**config.mk**
```make
export PLATFORM = sky130hd
export DESIGN_NAME = fdc_encoder
export DESIGN_NICKNAME = d
export VERILOG_FILES = /design/src/hw/rtl/fdc_pkg.sv /design/src/hw/rtl/fdc_encoder.sv
export SDC_FILE = /design/constraint.sdc
export NUM_CORES = 1
export LEC_CHECK = 0
export ABC_AREA = 1
export BUFFER_PORTS_ARGS = -buffer_cell sky130_fd_sc_hd__buf_2
export CAP_MARGIN = 5
export CORE_MARGIN = 1.5
export CORE_UTILIZATION = 53
export DETAILED_ROUTE_END_ITERATION = 12
export PLACE_DENSITY = 0.87
export SLEW_MARGIN = 10
export SYNTH_ARGS = -nofsm -noshare
export SYNTH_HDL_FRONTEND = slang
export SYNTH_SLANG_ARGS = --single-unit
export TNS_END_PERCENT = 30
```
**constraint.sdc**
```tcl
create_clock -name clk_i -period 11.7 [get_ports clk_i]
set_input_delay 0.585 -clock clk_i [delete_from_list [all_inputs] [get_ports clk_i]]
set_output_delay 0.585 -clock clk_i [all_outputs]
set_load 0.01 [all_outputs]
```
**src/hw/rtl/fdc_pkg.sv**
```systemverilog
// shared constants, types and helper functions of the double-word compressor
package fdc_pkg;

  localparam int WORD_W        = 64;
  localparam int CFG_W         = 5;
  localparam int CODE_W        = 3;
  localparam int BYTES_W       = 4;
  localparam int TBL_BITS      = 16;
  localparam int TBL_DEPTH     = 1 << TBL_BITS;
  localparam int QUEUE_DEPTH   = 2;
  localparam int QUEUE_PTR_W   = (QUEUE_DEPTH > 1) ? $clog2(QUEUE_DEPTH) : 1;
  localparam int QUEUE_CNT_W   = $clog2(QUEUE_DEPTH + 1);
  localparam int FCM_SHIFT     = 6;
  localparam int DFCM_SHIFT    = 2;
  localparam int FCM_HASH_POS  = 48;
  localparam int DFCM_HASH_POS = 40;

  localparam logic [CFG_W-1:0] PBITS_RESET = CFG_W'(16);

  typedef struct packed {
    logic [WORD_W-1:0] word;
    logic [WORD_W-1:0] fcm_pred;
    logic [WORD_W-1:0] dfcm_pred;
  } pred_beat_t;

  typedef struct packed {
    logic               use_stride;
    logic [CODE_W-1:0]  code;
    logic [WORD_W-1:0]  residual;
    logic [BYTES_W-1:0] nbytes;
  } res_beat_t;

  function automatic logic [TBL_BITS-1:0] table_mask(input logic [CFG_W-1:0] bits);
    logic [TBL_BITS-1:0] m;
    for (int i = 0; i < TBL_BITS; i++) begin
      m[i] = (i < int'(bits));
    end
    return m;
  endfunction

  function automatic logic [CODE_W-1:0] byte_code(input logic [WORD_W-1:0] r);
    logic [CODE_W-1:0] c;
    c = CODE_W'(7);
    if (r[63:56] == '0) c = CODE_W'(6);
    if (r[63:48] == '0) c = CODE_W'(5);
    if (r[63:40] == '0) c = CODE_W'(4);
    if (r[63:24] == '0) c = CODE_W'(3);
    if (r[63:16] == '0) c = CODE_W'(2);
    if (r[63:8] == '0)  c = CODE_W'(1);
    if (r == '0)        c = CODE_W'(0);
    return c;
  endfunction

endpackage

```
**src/hw/rtl/fdc_encoder.sv**
```systemverilog
// residual selection, leading-zero-byte coding and output register
module fdc_encoder (
  input  logic                        clk_i,
  input  logic                        rst_ni,
  input  logic                        p_valid_i,
  input  fdc_pkg::pred_beat_t         p_beat_i,
  output logic                        p_ready_o,
  output logic                        out_valid_o,
  output fdc_pkg::res_beat_t          out_beat_o,
  input  logic                        out_ready_i
);
  import fdc_pkg::*;

  logic              out_valid_q;
  res_beat_t         out_q, out_d;
  logic              load;
  logic [WORD_W-1:0] r_fcm, r_dfcm;
  logic              pick;
  logic [CODE_W-1:0] code;

  assign p_ready_o = !out_valid_q || out_ready_i;
  assign load      = p_valid_i && p_ready_o;

  always_comb begin
    r_fcm  = p_beat_i.word ^ p_beat_i.fcm_pred;
    r_dfcm = p_beat_i.word ^ p_beat_i.dfcm_pred;
    // tie keeps fcm
    pick   = (r_fcm > r_dfcm);
    out_d.use_stride = pick;
    out_d.residual   = pick ? r_dfcm : r_fcm;
    code             = byte_code(out_d.residual);
    out_d.code       = code;
    out_d.nbytes     = BYTES_W'(code) + BYTES_W'(code >> 2);
  end

  always_ff @(posedge clk_i or negedge rst_ni) begin
    if (!rst_ni) begin
      out_valid_q <= 1'b0;
    end else if (load) begin
      out_valid_q <= 1'b1;
    end else if (out_ready_i) begin
      out_valid_q <= 1'b0;
    end
  end

  always_ff @(posedge clk_i) begin
    if (load) out_q <= out_d;
  end

  assign out_valid_o = out_valid_q;
  assign out_beat_o  = out_q;

endmodule
```
==> metrics.csv <==
stage,metric,value,unit
drt,Final ANT Viol Nets,0,
power_and_ir_drop,Max rail drop VDD,0.0804,mV
die,# IOs,270,
job,number of max-cap violations,0,
global_route,GR Util met2,50.8,%
yosys,Syn Nets,1059,
finish,Sequential Area,0.00219,mm2
setup_path,Worst setup EP type,register,
global_route,initial antenna violation count,0,
finish,Filler cells,981,
sta,clock skew,0.00440,ns
finish,share of cells above drive strength 1,28.3,%
sta,unrepaired setup endpoints after global routing,no,
die,Initial Util,53.9,%
setup_path,Worst Setup Start Kind,primary input,
global_route,vias in the first global route,5989,
global_route,met3 track demand over resource,4.55,%
global_route,grt ovf,0,
finish,footprint of the multi-input gates,0.00364,mm2
die,Die ar.,0.0128,mm2
hold_path,hold crit path type,in -> reg,
sta,period utilization,43.1,%
clock_tree,clk_lat worst skew,0.34,ns
placed_design,I/O Buffers,269,
global_route,largest net degree at the start of global routing,94,
drt,Pre-Repair DR Iteration Count,6,
setup_path,worst setup path category,in -> reg,
setup_path,CP Cell Sequence,"buf_2, xnor2_1, inv_1, ha_1, nand4_1, nor3_1, nor3b_2, nand2_1, nand2_2, nand2_4, o21ai_0, nand2_1, nor2_1, nand2_1, a21oi_1, nand2_1, nand2_1, nand2_1, ha_1, ha_1, nand3_1, nand2_1",
setup_path,Worst Path Arrival,5.14,ns
clock_tree,Max Root-Sink Buffers,2,
sta,min Tclk post-route,5.04,ns
sta,hold_ws,0.482,ns
clock_tree,CTS tree,built,
yosys,synth top area cells,"edfxtp_1 (34%), ha_1 (13%), nand2_1 (12%), xnor2_1 (12%), inv_1 (7.0%)",
placed_design,routability congestion estimate,0.855,
setup_path,Max Fanout on Critical Path,93,
global_route,first-pass GRT wire length,26900,um
sta,Final Max Slew Viols,0,
finish,"Core Util, Final",68.9,%
setup_path,max incr delay on CP,0.67,ns
status,outcome,"finished, final reports clean",
yosys,post-synth top area share,33.7,%
finish,Syn-to-layout area delta,27.9,%
die,die width,113,um
finish,design area,0.00821,mm2
finish,# diodes,0,
finish,# nets final,1326,
placed_design,Post-DP Area,0.00785,mm2
sta,Post-Route Setup TNS,0,ns
clock_tree,Num CTS Buffers,9,
clock_tree,clk sinks,73,
setup_path,family with the most delay on the worst path,simple AND/OR/NAND/NOR gates,
sta,Max Freq,198,MHz
clock_tree,CTS root buffer,clkbuf_16,
power_and_ir_drop,Static Leakage,4.26,nW
yosys,Synth Register Bits,73,
drt,WL final,16900,um
clock_tree,H-tree depth,3,
drt,DRT iter0 DRCs,349,
clock_tree,post-CTS sizing,0,
drt,routed vias,6075,
clock_tree,Worst-path clk slew,0.06,ns
drt,vias per cell,5.00,
drt,wire length per cell,13.9,um
die,row cnt,40,
die,Core Region,0.0119,mm2
yosys,Synth Instances,797,
die,Die Y,113,um
setup_path,"Max stage delay cell, worst path",nand2_4,
finish,"commonest non-fill, non-tap cell in the layout",buf_2,
setup_path,"Data required, critical path",11.79,ns
yosys,Netlist Area Pre-Place,0.00642,mm2
global_route,GR peak layer,met2,
global_route,M1 GR Usage,30.0,%
sta,Max-slew headroom,37.0,%
setup_path,crit path buf inv count,2,
sta,worst slew pin tran,0.945,ns
setup_path,CP most frequent cell,nand2_1,
drt,DRC Markers,0,
global_route,GRT Overall Usage,26.7,%
placed_design,Final HPWL DP,13600,um
finish,most frequent cells in the layout,"buf_2 (269), nand2_1 (213), inv_1 (120), xnor2_1 (88), edfxtp_1 (72)",
power_and_ir_drop,P per Cell Area,132,mW/mm2
yosys,Yosys warnings,0,
yosys,Synth area leader,edfxtp_1,
yosys,"Distinct cells, synth",34,
yosys,synthesized area per cell,8.05,um2
yosys,"Seq/Total Area, Yosys",34.1,%
sta,endpoints failing setup,0,
sta,final hold viol count,0,
[metal layers]
layer,share of wire [%],vias up
met4,2.3,0
li1,-,3082
met5,0,-
met3,5.5,31
met2,52,227
met1,40,2735
[what timing repair did]
action / in CTS / in global routing
hold buffers: 0 / 1
setup buffers: 0 / 0
hold endpoints to repair: 0 / 1
[kinds of logic (layout without fill, tap and decap cells)]
family,count (synthesis),after routing,share of synthesized area [%]
xor gates and xnor gates,128,128,17.5
and+or+nand+nor,313,313,20.0
AOI/OAI and AO/OA,75,75,6.14
adders and majority gates,66,66,12.9
DFF,73,73,34.1
buffers and inverters,142,414,9.45
[power breakdown]
group          leakage, nW  switching, W  internal (W)  total, W
registers            0.687    0.00000829      0.000337  0.000346
clock network        0.167      0.000116      0.000211  0.000326
logic                 3.41      0.000254      0.000155  0.000409
[Yosys cell counts (all sizes together)]
| cell type | n |
|---|---|
| nor3b | 1 |
| xnor2 | 88 |
| nand3b | 1 |
| nor2 | 46 |
| clkbuf | 1 |
| nand2 | 215 |
| ha | 66 |
| and2 | 1 |
| a21o | 1 |
| o21bai | 1 |
| nand2b | 1 |
| buf | 16 |
| nand4 | 7 |
| nand3 | 38 |
| nor3 | 3 |
| a21oi | 31 |
| xor2 | 40 |
| o21a | 3 |
| o21ai | 38 |
| clkinv | 1 |
| edfxtp | 72 |
| dfrtp | 1 |
| a21boi | 1 |
| inv | 124 |
[through the flow]
stage	setup slack [ns]	total power [W]	cells
detailed placement	6.34	0.000756	1199
floorplan	7.06	0.000630	797
finish	6.66	0.00108	1216
CTS	6.68	0.00108	1215
global route	6.15	0.00115	1216
global placement	6.54	0.000740	1199
[flip-flops by register name, summed over array words and instances, names as in the netlist]
signal       flops
out_valid_o      1
out_beat_o      72
[worst reg2reg max path, stage by stage, from the launching register on]
cell and delay [ns]:
dfrtp_1 0.41, a21oi_4 0.14, buf_4 0.73
[path summary, 6_finish.rpt]
kind | slack (ns) | cells past startpoint | start | endpoint
max | 6.66 | 22 | p_beat_i[110] | out_beat_o[2]
min | 0.48 | 3 | p_valid_i | out_valid_o
max reg2reg | 10.00 | 2 | out_valid_o | out_beat_o[43]
min reg2reg | 0.57 | 2 | out_valid_o | out_valid_o
max in group asynchronous | 11.04 | 2 | rst_ni | out_valid_o
min in group asynchronous | 0.57 | 2 | rst_ni | out_valid_o
[area by class of cell]
| class | count | share of cell area [%] |
|---|---|---|
| multi-input combinational | 582 | 44.4 |
| tap | 147 | 2.24 |
| sequential | 73 | 26.6 |
| clock inverter | 7 | 1.51 |
| inverter | 125 | 5.72 |
| timing repair buffer | 273 | 16.8 |
| clock buffer | 9 | 2.74 |
(Power assumes the default switching activity.)
