[src/hw/rtl/fdc_pkg.sv]
// shared constants, types and helper functions of the double-word compressor
package fdc_pkg;

  localparam int WORD_W        = 64;
  localparam int CFG_W         = 5;
  localparam int CODE_W        = 3;
  localparam int BYTES_W       = 4;
  localparam int TBL_BITS      = 16;
  localparam int TBL_DEPTH     = 1 << TBL_BITS;
  localparam int QUEUE_DEPTH   = 2;
  localparam int QUEUE_PTR_W   = (QUEUE_DEPTH > 1) ? $clog2(QUEUE_DEPTH) : 1;
  localparam int QUEUE_CNT_W   = $clog2(QUEUE_DEPTH + 1);
  localparam int FCM_SHIFT     = 6;
  localparam int DFCM_SHIFT    = 2;
  localparam int FCM_HASH_POS  = 48;
  localparam int DFCM_HASH_POS = 40;

  localparam logic [CFG_W-1:0] PBITS_RESET = CFG_W'(16);

  typedef struct packed {
    logic [WORD_W-1:0] word;
    logic [WORD_W-1:0] fcm_pred;
    logic [WORD_W-1:0] dfcm_pred;
  } pred_beat_t;

  typedef struct packed {
    logic               use_stride;
    logic [CODE_W-1:0]  code;
    logic [WORD_W-1:0]  residual;
    logic [BYTES_W-1:0] nbytes;
  } res_beat_t;

  function automatic logic [TBL_BITS-1:0] table_mask(input logic [CFG_W-1:0] bits);
    logic [TBL_BITS-1:0] m;
    for (int i = 0; i < TBL_BITS; i++) begin
      m[i] = (i < int'(bits));
    end
    return m;
  endfunction

  function automatic logic [CODE_W-1:0] byte_code(input logic [WORD_W-1:0] r);
    logic [CODE_W-1:0] c;
    c = CODE_W'(7);
    if (r[63:56] == '0) c = CODE_W'(6);
    if (r[63:48] == '0) c = CODE_W'(5);
    if (r[63:40] == '0) c = CODE_W'(4);
    if (r[63:24] == '0) c = CODE_W'(3);
    if (r[63:16] == '0) c = CODE_W'(2);
    if (r[63:8] == '0)  c = CODE_W'(1);
    if (r == '0)        c = CODE_W'(0);
    return c;
  endfunction

endpackage

[src/hw/rtl/fdc_fifo.sv]
// short input queue between the accepting front and the predictor back
module fdc_fifo (
  input  logic                       clk_i,
  input  logic                       rst_ni,
  input  logic                       push_i,
  input  logic [fdc_pkg::WORD_W-1:0] push_word_i,
  output logic                       full_o,
  input  logic                       pop_i,
  output logic                       valid_o,
  output logic [fdc_pkg::WORD_W-1:0] word_o
);
  import fdc_pkg::*;

  logic [WORD_W-1:0]      mem_q [QUEUE_DEPTH];
  logic [QUEUE_PTR_W-1:0] wptr_q, wptr_d, rptr_q, rptr_d;
  logic [QUEUE_CNT_W-1:0] cnt_q, cnt_d;

  function automatic logic [QUEUE_PTR_W-1:0] ptr_inc(input logic [QUEUE_PTR_W-1:0] p);
    return (p == QUEUE_PTR_W'(QUEUE_DEPTH - 1)) ? '0 : p + QUEUE_PTR_W'(1);
  endfunction

  assign full_o  = (cnt_q == QUEUE_CNT_W'(QUEUE_DEPTH));
  assign valid_o = (cnt_q != '0);
  assign word_o  = mem_q[rptr_q];

  always_comb begin
    wptr_d = push_i ? ptr_inc(wptr_q) : wptr_q;
    rptr_d = pop_i ? ptr_inc(rptr_q) : rptr_q;
    cnt_d  = cnt_q;
    if (push_i && !pop_i) cnt_d = cnt_q + QUEUE_CNT_W'(1);
    if (!push_i && pop_i) cnt_d = cnt_q - QUEUE_CNT_W'(1);
  end

  always_ff @(posedge clk_i or negedge rst_ni) begin
    if (!rst_ni) begin
      wptr_q <= '0;
      rptr_q <= '0;
      cnt_q  <= '0;
    end else begin
      wptr_q <= wptr_d;
      rptr_q <= rptr_d;
      cnt_q  <= cnt_d;
    end
  end

  always_ff @(posedge clk_i) begin
    if (push_i) mem_q[wptr_q] <= push_word_i;
  end

endmodule

[config.mk]
export PLATFORM = sky130hd
export DESIGN_NAME = fdc_fifo
export DESIGN_NICKNAME = d
export VERILOG_FILES = /design/src/hw/rtl/fdc_pkg.sv /design/src/hw/rtl/fdc_fifo.sv
export SDC_FILE = /design/constraint.sdc
export NUM_CORES = 1
export LEC_CHECK = 0
export BUFFER_PORTS_ARGS = -buffer_cell sky130_fd_sc_hd__buf_4
export CAP_MARGIN = 25
export CORE_MARGIN = 2
export CORE_UTILIZATION = 45
export DETAILED_ROUTE_END_ITERATION = 8
export PLACE_DENSITY = 0.76
export SETUP_SLACK_MARGIN = 0.02
export SYNTH_ARGS = -nofsm -noshare
export SYNTH_HDL_FRONTEND = slang
export SYNTH_SLANG_ARGS = --single-unit
[constraint.sdc]
create_clock -name clk_i -period 4.71 [get_ports clk_i]
set_input_delay 0.7065 -clock clk_i [delete_from_list [all_inputs] [get_ports clk_i]]
set_output_delay 0.7065 -clock clk_i [all_outputs]
set_load 0.01 [all_outputs]
==> results by group <==
Yosys
  • Mapped cell area: roughly 0.005 mm²
  • Cell count after synthesis: between 200 and 250
  • Post-synth top area share: 0.767
  • Ys flop type: edfxtp_1
  • Flops & latches, synth: roughly 130
  • Synth top area cells: edfxtp_1, mux2_4, mux2_2
  • Async SR Flop Fraction: 0.0303
  • Synth warn: 0
  • Synth top cells by count: edfxtp_1, mux2_4, mux2_2
  • Post-synthesis sequential area ratio: 0.787
  • Post-synth EDFFs: 128
  • Synth Net Count: between 200 and 300
  • Synthesized area per cell: approximately 23 µm²
  • Synth cell types: 14
  • Area leader, netlist: edfxtp_1
  • Top-count cell post-synth: edfxtp_1

Layout
  • Ant. Diodes: 0
  • Final core occ: 0.622
  • FILL cells: 794
  • Layout area overhead: 34.5%
  • Layout Nets: about 430
  • Register area: roughly 0.004 mm²
  • Fraction of layout cells with a size suffix above 1: 0.606
  • Multi-input gate area: 0.00100 mm²

Route
  • Final wirelength: roughly 8.4 mm
  • Remaining DRCs: 0
  • Vias: 2422
  • Total iterations of the first detailed-routing run: 4
  • Drt wl/cell: ~16 µm
  • Via density: roughly 4.7
  • DR iter-0 viols: slightly below 100
  • Post-DRT Antenna Nets: 0

Setup path
  • Kind of critical path: reg2out
  • Data required, critical path: approximately 4 ns
  • Critical Path Sink: word_o[54]
  • Reg2reg start: wptr_q$_DFFE_PN0P_
  • CP Launch Type: register
  • Reg-to-reg slack, setup: about 3.1 ns
  • Slowest stage delay, CP: roughly 0.95 ns
  • Stages on the worst setup path: 3
  • Family with the most delay on the worst path: flip-flops
  • Arr. time, crit path: 2.43 ns
  • Crit-path cells: buf_4, mux2_4, buf_4
  • Max FO, Critical Path: 46
  • R2R depth: 2
  • WP buf/inv: 2
  • Crit path max-delay cell type: dfrtp_4
  • Kind of end point of the critical path: output port
  • Reg2reg end: mem_q[0][17]$_DFFE_PP_
  • Crit path launch: rptr_q$_DFFE_PN0P_
  • Crit path top cell by count: buf_4

Clocking
  • CTS clk-pin slew, worst paths: roughly 0.060 ns
  • CTS buffer count: 17
  • Clock Path Buffers: 2
  • Post-CTS setup buffer count: 0
  • CTS root buffer: clkbuf_8
  • Sink Count: roughly 130
  • H-tree levels: 4
  • Clk Latency, worst-skew pair: 0.50 ns
  • CTS tree: yes

Status
  • Status: finished clean

Power and ir drop
  • Clock power frac: 0.307
  • Switching Fraction: 0.256
  • Int Power: around 3.1 mW
  • Leak: 2.69 nW
  • Sw Pwr: ~1.1 mW
  • PD cells: 624 mW/mm²
  • Peak VDD IR: roughly 520 µV
  • Share of power burned in registers: 0.411
  • Part of the power in combinational logic: 0.282

Die
  • Die footprint: 0.0120 mm²
  • Cell Rows: 38
  • Core ar.: 0.0108 mm²
  • Die X: around 110 µm
  • Top Ports: 134
  • Initial Util: 0.462
  • Die Y: 110 µm

STA
  • Final TNS setup: 0 ns
  • Final Cycle Share: 0.665
  • Setup slack after layout: about 1.6 ns
  • Final Max Tran Viols: 0
  • Final Hold Slack: 0.386 ns
  • Worst-Margin Slew: roughly 0.89 ns
  • Clock skew: around 0.0054 ns
  • Peak Freq: 0.319 GHz
  • Max-slew headroom: 0.408
  • Finish-stage setup viols: 0
  • Unrepaired setup endpoints after global routing: false
  • Minimum clock period after layout: 3.13 ns
  • Final hold vios: 0

GRT
  • Antenna violations before repair: 0
  • GR Overflow Total: 0
  • Number of global-route vias before repair: approximately 2.6k
  • Largest net degree at the start of global routing: 65
  • Total track usage: 0.146
  • First-pass GRT wire length: ~13 mm

Placement
  • Placer Congestion: between 0.6 and 0.7
  • Place WS: about 2 ns
  • Hpwl dp: between 5 and 6 mm
  • Port buffer count: roughly 130

Job
  • Max Cap Viol: 0

Worst hold path
  • Hold crit path type: in2reg
## per-stage QoR
stage / power (mW) / instance area, µm² / instances
5_1_grt: 4.40 / 6740 / 516
4_1_cts: 4.26 / 6740 / 516
3_5_place_dp: 2.96 / 6140 / 483
3_3_place_gp: 2.93 / 6140 / 483
6_report: 4.20 / 6740 / 516
2_1_floorplan: 2.47 / 5010 / 215
## power by group through the flow
stage / registers, mW / logic, mW / clock network, mW
2_1_floorplan: 1.65 / 0.827 / 0
3_3_place_gp: 1.74 / 1.19 / 0
3_5_place_dp: 1.76 / 1.21 / 0
4_1_cts: 1.73 / 1.21 / 1.32
5_1_grt: 1.76 / 1.27 / 1.37
6_report: 1.73 / 1.18 / 1.29
## final cells by class
class / count / share of cell area
clock buffer: 20 / 0.0631
clock inverter: 12 / 0.0240
inverter: 1 / 0.000557
multi-input combinational: 75 / 0.149
sequential: 132 / 0.586
tap: 140 / 0.0260
timing repair buffer: 136 / 0.152
## worst reg2reg max path, cell delays in order (launching register included)
cell and delay (ns):
dfrtp_1 0.43, nor2_4 0.12, buf_4 0.67
## sequential cells by signal (all words and copies together), names as in the netlist
signal  cells
mem_q     128
wptr_q      1
rptr_q      1
cnt_q       2
## cell usage in the layout (no fill, tap or decap), types with 2 or more instances in the layout
cell / instances
mux2_2: 14
xor2_1: 3
mux2_4: 50
clkinv_1: 4
clkinv_2: 2
dfrtp_1: 3
edfxtp_1: 128
bufinv_16: 4
buf_4: 135
clkbuf_16: 16
xnor2_1: 2
clkbuf_1: 3
## how the worst min path moves through the flow
stage	depth (start not counted)	to	slack, ns	startpoint
after floorplan	0	cnt_q[0]$_DFFE_PN0P_	0.41	rst_ni
after CTS	2	rptr_q$_DFFE_PN0P_	0.35	pop_i
after detailed placement	1	cnt_q[1]$_DFFE_PN0P_	0.48	cnt_q[1]$_DFFE_PN0P_
after global routing	1	mem_q[1][13]$_DFFE_PP_	0.35	push_word_i[13]
after global placement	1	cnt_q[1]$_DFFE_PN0P_	0.46	cnt_q[1]$_DFFE_PN0P_
final	2	rptr_q$_DFFE_PN0P_	0.39	pop_i
## cell families after synthesis
kind of cell,Yosys count,synth area share
adder cells (fa/ha/maj),1,0.00250
flip-flops,132,0.787
multiplexers,64,0.181
buffers and inverters,8,0.0152
AND/OR/NAND/NOR,5,0.00525
XOR/XNOR,5,0.00874
## layer usage
| layer | routed length, µm | global-route usage |
|---|---|---|
| met1 | 3320 | 0.160 |
| met2 | 4480 | 0.248 |
| met3 | 528 | 0.0634 |
| met4 | 73 | 0.0570 |
| met5 | 0 | 0 |
## repair_timing
action                                 4_1_cts  5_1_grt
hold buffers                                 1        0
resized for setup                            0        0
endpoints found under the hold margin        4        0
Power figures use the tool's default switching activity.
